### config.mk
export PLATFORM = sky130hd
export DESIGN_NAME = srecord_line_parser
export DESIGN_NICKNAME = d
export VERILOG_FILES = /design/src/srlp_pkg.sv /design/src/srecord_line_parser.sv /design/src/srlp_core.sv
export SDC_FILE = /design/constraint.sdc
export NUM_CORES = 1
export LEC_CHECK = 0
export ABC_CLOCK_PERIOD_IN_PS = 14200
export BUFFER_PORTS_ARGS = -buffer_cell sky130_fd_sc_hd__buf_2
export CAP_MARGIN = 20
export CORE_MARGIN = 3
export CORE_UTILIZATION = 40
export CTS_CLUSTER_DIAMETER = 150
export DETAILED_ROUTE_END_ITERATION = 7
export GPL_TIMING_DRIVEN = 0
export PLACE_DENSITY = 0.68
export SYNTH_ARGS = -nofsm -noshare
export SYNTH_HDL_FRONTEND = slang
export SYNTH_SLANG_ARGS = --single-unit
### constraint.sdc
create_clock -name clk_i -period 14.2 [get_ports clk_i]
set_clock_uncertainty 0.1 [all_clocks]
set_input_delay 4.26 -clock clk_i [delete_from_list [all_inputs] [get_ports clk_i]]
set_output_delay 4.26 -clock clk_i [all_outputs]
set_load 0.02 [all_outputs]
### src/srlp_pkg.sv
package srlp_pkg;

  // Line status codes
  typedef enum logic [3:0] {
    StData     = 4'd0,
    StSkip     = 4'd1,
    StTerm     = 4'd2,
    StShort    = 4'd3,
    StTooLong  = 4'd4,
    StShortRec = 4'd5,
    StChecksum = 4'd6,
    StCount    = 4'd7,
    StBadHex   = 4'd8
  } status_e;

  // Result kinds
  localparam logic KindData   = 1'b0;
  localparam logic KindStatus = 1'b1;

  localparam logic [7:0] CharS        = 8'h53;
  localparam logic [7:0] CharZero     = 8'h30;
  localparam logic [9:0] MinLineChars = 10'd10;
  localparam logic [9:0] PosMax       = 10'd1023;

  // One result item
  typedef struct packed {
    logic        kind;
    logic [7:0]  data_byte;
    logic [31:0] address;
    status_e     status;
    logic [3:0]  record_type;
    logic [7:0]  data_length;
  } srlp_result_t;

  // Address bytes per record type; zero marks a type without an address field
  function automatic logic [2:0] addr_bytes(input logic [3:0] rec_type);
    logic [2:0] ab;
    case (rec_type)
      4'd0, 4'd1, 4'd5, 4'd9: ab = 3'd2;
      4'd2, 4'd8:             ab = 3'd3;
      4'd3, 4'd7:             ab = 3'd4;
      default:                ab = 3'd0;
    endcase
    return ab;
  endfunction

  // Decode one hex character: bit 4 is the valid flag, bits 3:0 the value
  function automatic logic [4:0] hex_decode(input logic [7:0] c);
    logic [4:0] res;
    logic [7:0] diff;
    res = 5'd0;
    diff = 8'd0;
    if (c >= 8'h30 && c <= 8'h39) begin
      diff = c - 8'h30;
      res  = {1'b1, diff[3:0]};
    end else if (c >= 8'h41 && c <= 8'h46) begin
      diff = c - 8'h37;
      res  = {1'b1, diff[3:0]};
    end else if (c >= 8'h61 && c <= 8'h66) begin
      diff = c - 8'h57;
      res  = {1'b1, diff[3:0]};
    end
    return res;
  endfunction

endpackage

### src/srecord_line_parser.sv
// S-record line parser. Characters of one line arrive one per transfer on the
// slave stream; a transfer with tlast high carries no character and closes the
// line. Each decoded data byte comes out with its address (tuser 0), and the
// line-end transfer gives one status result (tuser 1); a consumer drops the
// data bytes of a line whose status is not 0. One character is taken every
// clock cycle unless the result register is full and not taken: the whole
// per-character update is a hex decode, an 8-bit sum and a 32-bit address add
// between the input register and the result register, which each result
// passes in turn. The user writes max_data_len via cfg_we_i/cfg_wdata_i only
// while the stream is idle; the block itself does not enforce this.
module srecord_line_parser (
  input  logic        clk_i,
  input  logic        rst_ni,
  input  logic        cfg_we_i,
  input  logic [7:0]  cfg_wdata_i,     // max_data_len
  input  logic        s_axis_tvalid_i,
  output logic        s_axis_tready_o,
  input  logic [7:0]  s_axis_tdata_i,  // [7:0] character
  input  logic        s_axis_tlast_i,  // line_end
  output logic        m_axis_tvalid_o,
  input  logic        m_axis_tready_i,
  output logic [55:0] m_axis_tdata_o,  // [7:0] data_byte, [39:8] address,
                                       // [43:40] status, [47:44] record_type,
                                       // [55:48] data_length
  output logic        m_axis_tuser_o   // kind
);
  import srlp_pkg::*;

  logic [7:0]   max_data_len_q;
  logic         in_valid_q;
  logic [7:0]   in_char_q;
  logic         in_last_q;
  logic         out_valid_q;
  srlp_result_t out_q;
  logic         advance;
  logic         emit;
  srlp_result_t result;

  assign advance         = in_valid_q && (!out_valid_q || m_axis_tready_i);
  assign s_axis_tready_o = !in_valid_q || advance;

  // Configuration register
  always_ff @(posedge clk_i or negedge rst_ni) begin
    if (!rst_ni) begin
      max_data_len_q <= 8'hFF;
    end else if (cfg_we_i) begin
      max_data_len_q <= cfg_wdata_i;
    end
  end

  // Input register: load on transfer, drain when processed
  always_ff @(posedge clk_i or negedge rst_ni) begin
    if (!rst_ni) begin
      in_valid_q <= 1'b0;
    end else if (s_axis_tready_o) begin
      in_valid_q <= s_axis_tvalid_i;
    end
  end

  always_ff @(posedge clk_i) begin
    if (s_axis_tvalid_i && s_axis_tready_o) begin
      in_char_q <= s_axis_tdata_i;
      in_last_q <= s_axis_tlast_i;
    end
  end

  srlp_core u_core (
    .clk_i          (clk_i),
    .rst_ni         (rst_ni),
    .step_i         (advance),
    .char_i         (in_char_q),
    .line_end_i     (in_last_q),
    .max_data_len_i (max_data_len_q),
    .emit_o         (emit),
    .result_o       (result)
  );

  // Result register: hold until taken
  always_ff @(posedge clk_i or negedge rst_ni) begin
    if (!rst_ni) begin
      out_valid_q <= 1'b0;
    end else if (advance && emit) begin
      out_valid_q <= 1'b1;
    end else if (m_axis_tready_i) begin
      out_valid_q <= 1'b0;
    end
  end

  always_ff @(posedge clk_i) begin
    if (advance && emit) out_q <= result;
  end

  assign m_axis_tvalid_o = out_valid_q;
  assign m_axis_tuser_o  = out_q.kind;
  assign m_axis_tdata_o  = {out_q.data_length, out_q.record_type, out_q.status,
                            out_q.address, out_q.data_byte};

endmodule

### src/srlp_core.sv
module srlp_core (
  input  logic                  clk_i,
  input  logic                  rst_ni,
  input  logic                  step_i,
  input  logic [7:0]            char_i,
  input  logic                  line_end_i,
  input  logic [7:0]            max_data_len_i,
  output logic                  emit_o,
  output srlp_pkg::srlp_result_t result_o
);
  import srlp_pkg::*;

  localparam int FlagSkip   = 0;
  localparam int FlagBadCnt = 1;
  localparam int FlagBadHex = 2;

  logic [9:0]  pos_q, pos_d;
  logic [3:0]  type_q, type_d;
  logic [7:0]  count_q, count_d;
  logic [3:0]  nib_q, nib_d;
  logic [31:0] addr_q, addr_d;
  logic [7:0]  sum_q, sum_d;
  logic [7:0]  cksum_q, cksum_d;
  logic [2:0]  flags_q, flags_d;
  logic [31:0] rec_cnt_q, rec_cnt_d;

  logic [4:0]  hex;
  logic        hex_ok;
  logic [3:0]  nib;
  logic [7:0]  byte_v;
  logic [2:0]  ab;
  logic [8:0]  ab_p1;
  logic [8:0]  len9;
  logic        cnt_ok;
  logic        layout_ok;
  logic [10:0] pos11;
  logic [10:0] rec_end;
  logic [10:0] data_end;
  logic [10:0] addr_end;
  logic [10:0] offs;
  logic [7:0]  digit;
  logic [7:0]  data_len;
  status_e     status;

  // Shared decode of the current character and record layout
  always_comb begin
    hex       = hex_decode(char_i);
    hex_ok    = hex[4];
    nib       = hex[3:0];
    byte_v    = {nib_q, nib};
    ab        = addr_bytes(type_q);
    ab_p1     = {6'd0, ab} + 9'd1;
    len9      = {1'b0, count_q} - ab_p1;
    cnt_ok    = {1'b0, count_q} >= ab_p1;
    layout_ok = cnt_ok && (len9[7:0] <= max_data_len_i);
    pos11     = {1'b0, pos_q};
    rec_end   = 11'd4 + {2'b0, count_q, 1'b0};
    data_end  = 11'd2 + {2'b0, count_q, 1'b0};
    addr_end  = 11'd4 + {7'd0, ab, 1'b0};
    offs      = pos11 - addr_end;
    digit     = char_i - CharZero;
    data_len  = (!flags_q[FlagSkip] && cnt_ok) ? len9[7:0] : 8'd0;
  end

  // Line status, first failing check wins
  always_comb begin
    if (pos_q < MinLineChars)                   status = StShort;
    else if (flags_q[FlagSkip])                 status = StSkip;
    else if (flags_q[FlagBadCnt])               status = StBadHex;
    else if (!layout_ok)                        status = StTooLong;
    else if (pos11 < rec_end)                   status = StShortRec;
    else if (flags_q[FlagBadHex])               status = StBadHex;
    else if (cksum_q != ~sum_q)                 status = StChecksum;
    else if (type_q == 4'd0)                    status = StSkip;
    else if (type_q <= 4'd3)                    status = StData;
    else if (type_q == 4'd5)                    status = (addr_q == rec_cnt_q) ? StTerm : StCount;
    else                                        status = StSkip;
  end

  // Next state and result for one item
  always_comb begin
    pos_d     = pos_q;
    type_d    = type_q;
    count_d   = count_q;
    nib_d     = nib_q;
    addr_d    = addr_q;
    sum_d     = sum_q;
    cksum_d   = cksum_q;
    flags_d   = flags_q;
    rec_cnt_d = rec_cnt_q;
    emit_o    = 1'b0;
    result_o.kind        = KindData;
    result_o.data_byte   = byte_v;
    result_o.address     = addr_q + {24'd0, offs[8:1]};
    result_o.status      = StData;
    result_o.record_type = type_q;
    result_o.data_length = data_len;

    if (line_end_i) begin
      // Close the line: report status and clear per-line state
      emit_o               = 1'b1;
      result_o.kind        = KindStatus;
      result_o.data_byte   = 8'd0;
      result_o.address     = addr_q;
      result_o.status      = status;
      if (status == StData) rec_cnt_d = rec_cnt_q + 32'd1;
      pos_d   = '0;
      type_d  = '0;
      count_d = '0;
      nib_d   = '0;
      addr_d  = '0;
      sum_d   = '0;
      cksum_d = '0;
      flags_d = '0;
    end else begin
      if (pos_q != PosMax) pos_d = pos_q + 10'd1;
      if (pos_q == 10'd0) begin
        if (char_i != CharS) flags_d[FlagSkip] = 1'b1;
      end else if (pos_q == 10'd1) begin
        if (char_i >= CharZero && digit <= 8'd9 && addr_bytes(digit[3:0]) != 3'd0) begin
          type_d = digit[3:0];
        end else begin
          flags_d[FlagSkip] = 1'b1;
        end
      end else if (flags_q[FlagSkip]) begin
        // skipped line: ignore the rest
      end else if (pos_q == 10'd2 || pos_q == 10'd3) begin
        // Byte count field
        if (!hex_ok) flags_d[FlagBadCnt] = 1'b1;
        if (pos_q == 10'd2) begin
          nib_d = nib;
        end else begin
          count_d = byte_v;
          sum_d   = sum_q + byte_v;
        end
      end else if (!flags_q[FlagBadCnt] && layout_ok && pos11 < rec_end) begin
        if (!hex_ok) flags_d[FlagBadHex] = 1'b1;
        if (hex_ok && !flags_q[FlagBadHex]) begin
          if (!pos_q[0]) begin
            nib_d = nib;
          end else if (pos11 < addr_end) begin
            addr_d = {addr_q[23:0], byte_v};
            sum_d  = sum_q + byte_v;
          end else if (pos11 < data_end) begin
            sum_d  = sum_q + byte_v;
            emit_o = 1'b1;
          end else begin
            cksum_d = byte_v;
          end
        end
      end
    end
  end

  // Hold line state; advance on each processed transfer
  always_ff @(posedge clk_i or negedge rst_ni) begin
    if (!rst_ni) begin
      pos_q     <= '0;
      type_q    <= '0;
      count_q   <= '0;
      nib_q     <= '0;
      addr_q    <= '0;
      sum_q     <= '0;
      cksum_q   <= '0;
      flags_q   <= '0;
      rec_cnt_q <= '0;
    end else if (step_i) begin
      pos_q     <= pos_d;
      type_q    <= type_d;
      count_q   <= count_d;
      nib_q     <= nib_d;
      addr_q    <= addr_d;
      sum_q     <= sum_d;
      cksum_q   <= cksum_d;
      flags_q   <= flags_d;
      rec_cnt_q <= rec_cnt_d;
    end
  end

`ifndef ASSERT_OFF
  a_end_clears: assert property (@(posedge clk_i) disable iff (!rst_ni)
    step_i && line_end_i |=> pos_q == 10'd0 && flags_q == 3'd0)
    else $error("line end did not clear line state");

  a_data_clean: assert property (@(posedge clk_i) disable iff (!rst_ni)
    emit_o && !line_end_i |-> flags_q == 3'd0 && pos_q[0])
    else $error("data byte given on a flagged line or even position");

  a_cnt_stable: assert property (@(posedge clk_i) disable iff (!rst_ni)
    !(step_i && line_end_i && status == StData) |=> $stable(rec_cnt_q))
    else $error("record count moved without an accepted data record");
`endif

endmodule

-- After elaboration in Yosys (flattened, before gate mapping)
Memories as Yosys holds them, arrays and structs flattened.
Cells that the tools add are included.
- output and inout bits: 59
- word-level logic and storage cells: 216
- input port bits: 22
- memories kept: 2
- bits in read-only memories: 96
- flip-flop bits (word level): 185
- memory list (name ; words ; bits a word ; rd ports ; clocked after memory_dff ; wr ports ; RTL line ; source):
    (no name shown) ; 16 ; 3 ; 1 ; 0 ; 0 ; srlp_pkg.sv:38 ; case (rec_type)
    (no name shown) ; 16 ; 3 ; 1 ; 0 ; 0 ; srlp_pkg.sv:38 ;
- magnitude comparators: 14
- reductions and logical operators: 50
- mux-type cells: 93
- eq/ne operators: 21
- $add $sub $neg: 13
- bitwise operators: 1
- operators by type and width (kind ; number):
    32-bit two-way mux ; 9
    8-bit two-way mux ; 27
    4-bit two-way mux ; 23
    45-bit two-way mux ; 1
    32-bit by 1-bit adder with 32-bit output, second input constant ; 1
    32-bit by 8-bit adder with 32-bit output ; 1
    32-bit equality test ; 1
    10-bit by 2-bit equality test with 1-bit output, second input constant ; 2
    10-bit < comparator ; 2
    1-bit two-way mux ; 20
    10-bit two-way mux ; 2
    9-bit AND reduction ; 2
    2-bit nonzero test ; 9
    8-bit by 7-bit >= comparator with 1-bit output, second input constant ; 2
    8-bit by 7-bit <= comparator with 1-bit output, second input constant ; 2
    2-bit inequality test, second input constant ; 8
    3-bit two-way mux ; 5
    5-bit two-way mux ; 3
    3-bit nonzero test ; 5
    1-bit logical AND ; 13
    6-bit AND reduction ; 2
    10-bit by 1-bit adder with 10-bit output, second input constant ; 1
    2-bit by 9-bit adder with 10-bit output, first input constant ; 1
    3-bit by 9-bit adder with 10-bit output, first input constant ; 1
    35 further kinds ; 49

-- Depth between registers and ports, before layout
Gate-level depths: netlist of run 1.
- word-level depth: 16
- gate-level depth with buffers: 22
- gate-level depth less buffers: 19

-- By module
From an unflattened synthesis of run 1, not the netlist that was laid out.
- cells, all modules: 1070
- area, all modules: 11011.8 um^2
- by module, submodules not included (module ; seq. area each (um^2) ; area an instance (um^2) ; instances ; cells each):
    srlp_core ; 2727.6 ; 8592.0 ; 1 ; 977
    srecord_line_parser ; 2242.2 ; 2419.8 ; 1 ; 93

-- Least setup slack after synthesis of run 1
No wires, ideal clock.
- path kind: input-to-reg
- start: in m_axis_tready_i
- end: reg out_q (netlist bit m_axis_tdata_o[0]), enable pin
- buffers on the path: 1
- stages: 9
- data required time: 13.549 ns
- library setup time: 0.551 ns
- path slack: 4.224 ns
- arrival time: 9.325 ns
- cells stage by stage: nand2b_1 and2_1 clkbuf_1 nand2_1 nor4b_1 nand3b_1 nor2_1 inv_1 o21ai_0
- word-level cells in the longest chain between the ends: 3
- ends and longest elaborated chain (item ; RTL line ; source):
    start, declared ; srecord_line_parser.sv:21 ; input logic m_axis_tready_i,
    1-bit logical OR ; srecord_line_parser.sv:39 ; assign advance = in_valid_q && (!out_valid_q || m_axis_tready_i);
    1-bit logical AND ; srecord_line_parser.sv:39 ;
    1-bit logical AND ; srecord_line_parser.sv:90 ; if (advance && emit) out_q <= result;
    end signal, assigned ; srecord_line_parser.sv:90 ;
    end, declared ; srecord_line_parser.sv:34 ; srlp_result_t out_q;
Every way passes these cells.
A chain may end at the register's enable or synchronous reset.

-- Worst setup path after layout of run 1
- start: in m_axis_tready_i
- end: out s_axis_tready_o
- word-level cells in the longest chain between the ends: 3
- ends and longest elaborated chain (item ; RTL line ; source):
    1-bit logical OR ; srecord_line_parser.sv:39 ;
    1-bit logical AND ; srecord_line_parser.sv:39 ;
    1-bit logical OR ; srecord_line_parser.sv:40 ; assign s_axis_tready_o = !in_valid_q || advance;
    end, declared ; srecord_line_parser.sv:17 ; output logic s_axis_tready_o,
Every way passes these cells.

==> results of run 1 <==
[report_power, final]
part / total (mW) / switching (mW) / internal, mW
clock network: 0.492 / 0.237 / 0.255
logic: 0.167 / 0.106 / 0.0608
registers: 0.596 / 0.0190 / 0.577
[worst min-delay path by stage]
stage | from | end | slack [ns] | depth (start not counted)
after floorplan | u_core.rec_cnt_q[31] | u_core.rec_cnt_q[31] | 0.36 | 1
after global placement | u_core.rec_cnt_q[31] | u_core.rec_cnt_q[31] | 0.38 | 1
after detailed placement | u_core.rec_cnt_q[31] | u_core.rec_cnt_q[31] | 0.38 | 1
after CTS | u_core.rec_cnt_q[31] | u_core.rec_cnt_q[31] | 0.39 | 1
after global routing | u_core.rec_cnt_q[22] | u_core.rec_cnt_q[22] | 0.43 | 1
final | u_core.rec_cnt_q[31] | u_core.rec_cnt_q[31] | 0.39 | 1
[logic make-up (layout without fill, tap and decap cells)]
logic type	after synthesis	after routing	share of synthesized area (%)
DFF	185	185	46.8
muxes	22	22	2.24
AOI/OAI and AO/OA	162	162	10.5
adders and majority gates	67	67	8.17
buffers and inverters	96	211	3.70
xor gates and xnor gates	138	138	11.4
and+or+nand+nor	339	339	17.2
[synth_stat cells (26+ instances only)]
cell	number	area, um2
o21ai_0	44	220
nand4_1	26	163
nand3_1	31	155
nor2_1	54	203
ha_1	63	788
edfxtp_1	66	1980
dfrtp_1	111	2780
a22o_1	37	324
nand2_1	77	289
nor3_1	40	200
a21oi_1	29	145
xnor2_1	74	648
inv_1	52	195
xor2_1	64	561
[area by class of cell]
type	instances	area share (%)
clock buffer	17	3.51
sequential	185	41.0
clock inverter	15	1.59
buffer	44	1.63
tap	335	3.45
multi-input combinational	728	43.5
timing repair buffer	83	3.78
inverter	52	1.61
[state kept, by name (all words and copies together) (netlist names), 3 cells and up]
name	flops
u_core.nib_q	4
u_core.count_q	8
max_data_len_q	8
m_axis_tdata_o	56
u_core.sum_q	8
u_core.rec_cnt_q	32
u_core.flags_q	3
u_core.addr_q	32
u_core.pos_q	10
in_char_q	8
u_core.type_q	4
u_core.cksum_q	8
[through the flow]
stage / std cells / area [um2] / util, % / worst slack, ns / power (mW)
after floorplan: 1009 / 10600 / - / 4.22 / 0.713
after CTS: 1459 / 12100 / 46.6 / 5.11 / 1.27
after detailed placement: 1427 / 11500 / 44.2 / 5.12 / 0.772
after global placement: 1424 / 11400 / 43.9 / 2.09 / 0.766
after global routing: 1459 / 12100 / 46.6 / 5.07 / 1.31
final: 1459 / 12100 / 46.6 / 5.11 / 1.25
[critical path, delay by kind of cell]
| kind | cells | cell delay [ns] |
|---|---|---|
| buffers and inverters | 2 | 0.29 |
| AND/OR/NAND/NOR | 1 | 0.19 |
[routing by layer]
layer | vias to the layer above | global-route usage, % | routed length, um
met4 | 0 | 6.92 | 682
met3 | 47 | 3.36 | 1490
li1 | 3799 | - | -
met2 | 239 | 28.7 | 11500
met5 | - | 0 | 0
met1 | 3797 | 24.7 | 11500
==> results.toml, run 1 <==
[timing]
rsz0062_at_grt = "no"
fin_setup_tns_ns = 0
max_slew.worst_pin.slew_ns = 0.915
hold_ws_ns = 0.392
max_freq_ghz = 0.110
hold_viol = 0
slew_headroom_pct = 38.8
post-route-min-period_ns = 9.09
setup_viol = 0
slew_violations = 0
period_share_pct = 64.0

[global_route]
grt_max_degree = 90
grt_pass1_wl_um = 40900
antenna_found_initial = 0
grt_usage_pct = 18.0
grt_pass1_vias = 7805
gr-total-overflow = 0

[setup_path]
arrival_ns = 4.73
crit_type = "input pin to primary output"
worstRegToRegCells = 19
startpoint = "m_axis_tready_i"
critical_path.cell_chain = "buf_2 -> nand3b_1 -> buf_2"
crit_path_start_kind = "input pin"
worstReg2RegStart = "u_core.type_q[3]"
end_kind = "primary output"
cp_slowest_cell = "nand3b_1"
worst_path_most_repeated_cell = "buf_2"
crit_required_ns = 9.84
r2r_slack_ns = 8.14
cp_max_fo = 3
max_stage_delay_ns = 0.19
reg2reg_to = "m_axis_tuser_o"
endpoint = "s_axis_tready_o"

[layout]
register_area_mm2 = 0.00497
nets = 1200
final_common_cell = "dfrtp_1"
fillers = 2412
syn_to_final_growth_pct = 14.2
multi_input_area_mm2 = 0.00528
antennaDiodeCount = 0
drive_above_1_share_pct = 15.5
layout_common_cells = "111 x dfrtp_1, 94 x buf_2, 77 x nand2_1, 74 x xnor2_1, 66 x edfxtp_1"

[route]
drtAntennaViolNets = 0
initialDrtViolationCount = 567
wl_per_cell_um = 17.3
drtPass1Iterations = 5
drc = 0
via_per_inst = 5.40
vias = 7882
drt_wl_total_um = 25200

[run]
cap_violations = 0

[clocking]
cts.clk_slew.worst_paths_ns = 0.07
htreeDepth = 4
numCtsBuffers = 17
cts.repair.resized = 0
cts_setup_buffers = 0
clk-insertion-delay-late_ns = 0.44
cts_tree = "done"
clock_path_buffers = 2
cts_root_buf = "clkbuf_16"
holdBufCountCts = 0
clkSinkCount = 185

[yosys]
yosysUniqueCellTypes = 62
synth_async_sr_flop_share_pct = 64.3
syn-cell-area_mm2 = 0.0106
synth-seq-area-share_pct = 46.8
synth_enable_flop_cells = 66
syn_nets = 1098
syn_avg_cell_area_um2 = 10.5
netlist_instances = 1009
ys_warn_count = 0
ys.flop_type = "dfrtp_1"
synth_seq_cells = 185

[placed_design]
port-buffer-count = 80
hpwl_um = 19000
gp_congestion = 0.878

[floorplan]
die_height_um = 169
die_w_um = 169
start_util_pct = 40.8
io_pins = 81
core_mm2 = 0.0261
die_area_mm2 = 0.0286
rows = 59

[pwr]
cellPowerDensity_mw_per_mm2 = 103
p_leak_nw = 5.43
ir_drop_v = 0.0000704

[worst_hold_path]
hold_class = "flip-flop to flip-flop"

[status]
outcome = "finished clean"
Power figures use the tool's default switching activity.
==> inputs of run 2 (changes only) <==
Settings changed: ABC_CLOCK_PERIOD_IN_PS 14200 to 8000, PLACE_DENSITY 0.68 to 0.7.
Clock period 14.2 ns to 8 ns, I/O delays scaled along.
==> run 2 against run 1 <==
Against the previous run: design area shrank 0.32%; combinational power grew 75%; final cell count is the same; critical path depth grew 16; clock power grew 71%; die area is the same; hold slack lost 0.0030 ns; clock-buffer cell count grew 2; via count shrank 0.72%; register-to-register slack lost 6.1 ns; critical path type is now flip-flop to flip-flop; largest cell class unchanged; largest power group unchanged; highest routed layer unchanged.
==> results.toml, run 2 (synthesis gave the netlist of run 1 again) <==
[route]
wl_met1_um = 11500
drc = 0
drtAntennaViolNets = 0
drt_wl_total_um = 24800
via_per_inst = 5.36
drtPass1Iterations = 7
dr.max_layer_used = "met4"
wl_met3_um = 1440
initialDrtViolationCount = 560
wl_per_cell_um = 17.0
wl_met2_um = 11400
vias = 7825

[floorplan]
die_w_um = 169
io_pins = 81
core_mm2 = 0.0261
die_height_um = 169
die_area_mm2 = 0.0286
rows = 59
start_util_pct = 40.8

[placed_design]
gp_congestion = 0.857
dpl_worst_slack_ns = 2.08
hpwl_um = 18600
port-buffer-count = 80

[clocking]
cts_root_buf = "clkbuf_16"
htreeDepth = 4
clkSinkCount = 185
cts_tree = "done"
cts.clk_slew.worst_paths_ns = 0.07
clk-insertion-delay-late_ns = 0.44
clock_path_buffers = 2
holdBufCountCts = 0
cts_setup_buffers = 0
cts.repair.resized = 0
numCtsBuffers = 17

[global_route]
gr-total-overflow = 0
antenna_found_initial = 0
grt_pass1_wl_um = 40800
grt_pass1_vias = 7711
grt_usage_pct = 17.7
grt_max_degree = 89

[layout]
layout_common_cells = "111 x dfrtp_1, 93 x buf_2, 77 x nand2_1, 74 x xnor2_1, 66 x edfxtp_1"
syn_to_final_growth_pct = 13.8
final_common_cell = "dfrtp_1"
nets = 1200
fillers = 2426
antennaDiodeCount = 0
utilization_pct = 46.4
drive_above_1_share_pct = 15.3
largest_register_ffs = 56

[timing]
max_freq_ghz = 0.166
slew_headroom_pct = 37.1
period_share_pct = 75.1
worst_slack_ns = 1.99
post-route-min-period_ns = 6.01
fin_setup_tns_ns = 0
max_slew.worst_pin.slew_ns = 0.934
setup_viol = 0
slew_violations = 0
hold_ws_ns = 0.389
rsz0062_at_grt = "no"
hold_viol = 0

[setup_path]
cp_max_fo = 33
reg2reg_to = "m_axis_tdata_o[39]"
crit_path_start_kind = "flip-flop"
crit_required_ns = 8.03
r2r_slack_ns = 1.99
path_buf_inv = 3
end_kind = "flip-flop"
crit_type = "flip-flop to flip-flop"
arrival_ns = 6.04
worstReg2RegStart = "u_core.type_q[0]"
path_delay_family = "compound AO/OA/AOI/OAI gates"
worstRegToRegCells = 19
max_stage_delay_ns = 0.73
cp_slowest_cell = "o21ai_4"
critical_path.cell_chain = "nor2b_1 -> nor2b_1 -> o21ai_0 -> ha_1 -> inv_1 -> ha_1 -> nor2b_1 -> o211ai_1 -> nand4b_1 -> xnor2_1 -> ha_1 -> nand4_1 -> o21ai_0 -> o211ai_1 -> nand3b_1 -> nor2_1 -> inv_1 -> o21ai_4 -> buf_12"

[worst_hold_path]
whs_path_depth = 1
hold_class = "flip-flop to flip-flop"
worstHoldStart = "u_core.rec_cnt_q[31]"
hold_end = "u_core.rec_cnt_q[31]"

[run]
cap_violations = 0

[status]
outcome = "finished clean"

[pwr]
finalPower_mw = 2.19
p_leak_nw = 5.41
ir_drop_v = 0.000141
cellPowerDensity_mw_per_mm2 = 181
[run 2: changes by cell type in the layout (fill, tap and decap cells not counted)]
| cell | delta |
|---|---|
| clkinv_8 | -4 |
| inv_6 | +3 |
| inv_8 | -2 |
| buf_2 | -1 |
| clkbuf_1 | +1 |
| clkbuf_8 | +1 |
| clkdlybuf4s18_2 | +1 |
| clkinv_1 | +1 |
| clkinv_2 | +1 |
| clkinv_4 | -1 |
[run 2: cell type report]
class                   count  area, um2  area share [%]
clock inverters            13        131            1.09
well taps                 335        419            3.47
repair buffers             83        464            3.84
clock buffers              19        443            3.66
flip-flops and latches    185       4970            41.1
plain buffers              44        198            1.63
inverters                  52        195            1.61
multi-input cells         728       5280            43.6
[run 2: worst reg2reg max path, stage by stage (launching register included)]
cell and delay [ns]:
dfrtp_1 0.46, nor2b_1 0.26, nor2b_1 0.07, o21ai_0 0.67, ha_1 0.42, inv_1 0.07, ha_1 0.23, nor2b_1 0.15
o211ai_1 0.21, nand4b_1 0.26, xnor2_1 0.22, ha_1 0.34, nand4_1 0.13, o21ai_0 0.30, o211ai_1 0.23, nand3b_1 0.25
nor2_1 0.19, inv_1 0.11, o21ai_4 0.73, buf_12 0.30
[run 2: metrics by stage]
step | area, um2 | cells
6_report | 12100 | 1459
5_1_grt | 12100 | 1459
4_1_cts | 12100 | 1459
3_5_place_dp | 11500 | 1427
3_3_place_gp | 11400 | 1424
2_1_floorplan | 10600 | 1009
[run 2: power breakdown]
| group | internal [mW] | leakage (nW) | switching, mW |
|---|---|---|---|
| Sequential | 1.02 | 2.23 | 0.0309 |
| Combinational | 0.108 | 2.90 | 0.184 |
| Clock | 0.448 | 0.285 | 0.393 |
[run 2: layer usage]
metal,vias up,global-route usage (%)
met1,3750,24.9
met5,-,0
met2,232,28.1
met3,41,3.04
li1,3802,-
met4,0,5.54
[run 2: how the worst max path moves through the flow]
stage | start | endpoint | slack, ns | cells past startpoint
floorplan | m_axis_tready_i | m_axis_tdata_o[0] | 1.43 | 9
global route | u_core.type_q[0] | m_axis_tdata_o[39] | 1.59 | 19
global placement | u_core.type_q[0] | m_axis_tuser_o | -0.55 | 18
finish | u_core.type_q[0] | m_axis_tdata_o[39] | 1.99 | 19
CTS | u_core.type_q[0] | m_axis_tdata_o[39] | 2.07 | 19
detailed placement | u_core.type_q[0] | m_axis_tdata_o[39] | 2.08 | 19
==> inputs of run 3 (changes only) <==
Settings changed: ABC_CLOCK_PERIOD_IN_PS 8000 to 5020.
Clock period 8 ns to 5.02 ns, I/O delays scaled along.
==> run 3 against run 2 <==
Against the previous run: sequential power is 58% higher; critical endpoint is now u_core.rec_cnt_q[13]; core utilization is 2.0 points higher; sequential cell count is the same; final cell count up 0.96%; largest power group unchanged; non-clock buffer count grew 13; clock-buffer cell count down 2; via count is 2.6% higher; hold slack gained 0.0048 ns; combinational power up 69%; design area rose by 4.3%; critical path depth stayed put.
==> results.toml, run 3 (synthesis gave the netlist of run 1 again) <==
[floorplan]
die_w_um = 169
start_util_pct = 40.8
rows = 59
io_pins = 81
die_height_um = 169
core_mm2 = 0.0261
die_area_mm2 = 0.0286

[global_route]
grt_max_degree = 85
gr-total-overflow = 0
grt_usage_pct = 18.4
antenna_found_initial = 0
grt_pass1_vias = 7912
grt_pass1_wl_um = 42000

[placed_design]
port-buffer-count = 80
gp_congestion = 0.883
dpl_worst_slack_ns = -0.920
hpwl_um = 18800

[setup_path]
crit_type = "flip-flop to flip-flop"
crit_required_ns = 5.27
arrival_ns = 5.15
crit_path_start_kind = "flip-flop"
end_kind = "flip-flop"
cp_max_fo = 10

[layout]
utilization_pct = 48.4
drive_above_1_share_pct = 20.1
nets = 1214
antennaDiodeCount = 0
largest_register_ffs = 56
syn_to_final_growth_pct = 18.7
layout_common_cells = "107 x dfrtp_1, 87 x buf_2, 77 x nand2_1, 72 x xnor2_1, 66 x edfxtp_1"
fillers = 2295
final_common_cell = "dfrtp_1"

[route]
drc = 0
drtAntennaViolNets = 0
drtPass1Iterations = 6
initialDrtViolationCount = 583
vias = 8025
via_per_inst = 5.45
wl_per_cell_um = 17.7
drt_wl_total_um = 26100

[timing]
max_slew.worst_pin.slew_ns = 0.890
period_share_pct = 97.7
hold_viol = 0
max_freq_ghz = 0.204
worst_slack_ns = 0.114
post-route-min-period_ns = 4.91
rsz0062_at_grt = "yes"
slew_headroom_pct = 40.1
slew_violations = 0
setup_viol = 0

[run]
cap_violations = 0

[clocking]
cts_tree = "done"
clk-insertion-delay-late_ns = 0.44
clock_path_buffers = 2
holdBufCountCts = 0
clkSinkCount = 185
htreeDepth = 4
cts.clk_slew.worst_paths_ns = 0.08
cts_root_buf = "clkbuf_16"
numCtsBuffers = 17

[status]
outcome = "finished clean"

[pwr]
cellPowerDensity_mw_per_mm2 = 279
p_leak_nw = 5.67
ir_drop_v = 0.000202

[worst_hold_path]
hold_class = "flip-flop to flip-flop"
run 3: cell count changes in the layout (fill, tap and decap cells not counted), moves of 5 or more:
cell / previous run / this run
buf_4: 0 / 14
clkinv_8: 0 / 5
buf_2: 93 / 87
nor3_1: 40 / 25
nor4_2: 10 / 2
nor3_2: 0 / 12
nor4_4: 0 / 8
run 3: final timing paths:
kind | from | end | slack [ns] | cells after the start
worst max register to register | u_core.type_q[0] | u_core.rec_cnt_q[13] | 0.11 | 19
max in group asynchronous | rst_ni | u_core.rec_cnt_q[23] | 3.18 | 2
min in group asynchronous | rst_ni | u_core.addr_q[17] | 0.86 | 1
worst min register to register | u_core.rec_cnt_q[31] | u_core.rec_cnt_q[31] | 0.39 | 1
worst min-delay path | u_core.rec_cnt_q[31] | u_core.rec_cnt_q[31] | 0.39 | 1
worst max-delay path | u_core.type_q[0] | u_core.rec_cnt_q[13] | 0.11 | 19
run 3: cell type report:
type / count / area, um2 / area share, %
multi-input combinational: 729 / 5600 / 44.4
sequential: 185 / 4970 / 39.4
timing repair buffer: 98 / 594 / 4.71
clock buffer: 17 / 425 / 3.37
tap: 335 / 419 / 3.32
buffer: 42 / 229 / 1.82
inverter: 52 / 195 / 1.55
clock inverter: 15 / 175 / 1.39
run 3: worst max-delay path, cell delays in order, from the launching register on:
cell and delay, ns:
dfrtp_2 0.44, or3_4 0.40, o21ai_4 0.09, ha_4 0.23
inv_2 0.06, ha_4 0.19, nor2b_4 0.12, o211ai_1 0.23
nand4b_1 0.21, xnor2_2 0.19, ha_1 0.33, nand4_1 0.14
nor2_1 0.12, a211o_1 0.14, o211ai_1 0.17, or4_1 0.50
or3_4 0.48, buf_6 0.19, nor3_2 0.25, xor2_1 0.20
run 3: per-layer routing:
metal	vias up	track usage (%)	share of wire (%)
met5	-	0	0
met4	0	5.82	2.4
met3	44	2.64	4.1
met2	212	29.9	48
met1	3945	25.5	46
li1	3824	-	-
run 3: repair_timing:
action                                  4_1_cts  5_1_grt
endpoints found under the hold margin         0        0
cloned                                        1        1
resized for setup                            19       60
pin swaps                                    10       34
setup buffers                                11        3
endpoints found under the setup margin      152      112
run 3: per-stage QoR:
step	hold WS [ns]	area, um2	power [mW]	TNS (ns)	instances
2_1_floorplan	0.362	10600	2.02	0	1009
3_3_place_gp	0.376	11500	2.16	-108.34	1424
3_5_place_dp	0.387	11500	2.18	-94.31	1427
4_1_cts	0.400	12300	3.52	0	1470
5_1_grt	0.425	12600	3.66	-0.509	1473
6_report	0.394	12600	3.52	0	1473
run 3: power by group:
group          total [mW]  internal (mW)  switching, mW
sequential           1.68           1.63         0.0523
clock                1.35          0.673          0.673
combinational       0.494          0.185          0.309
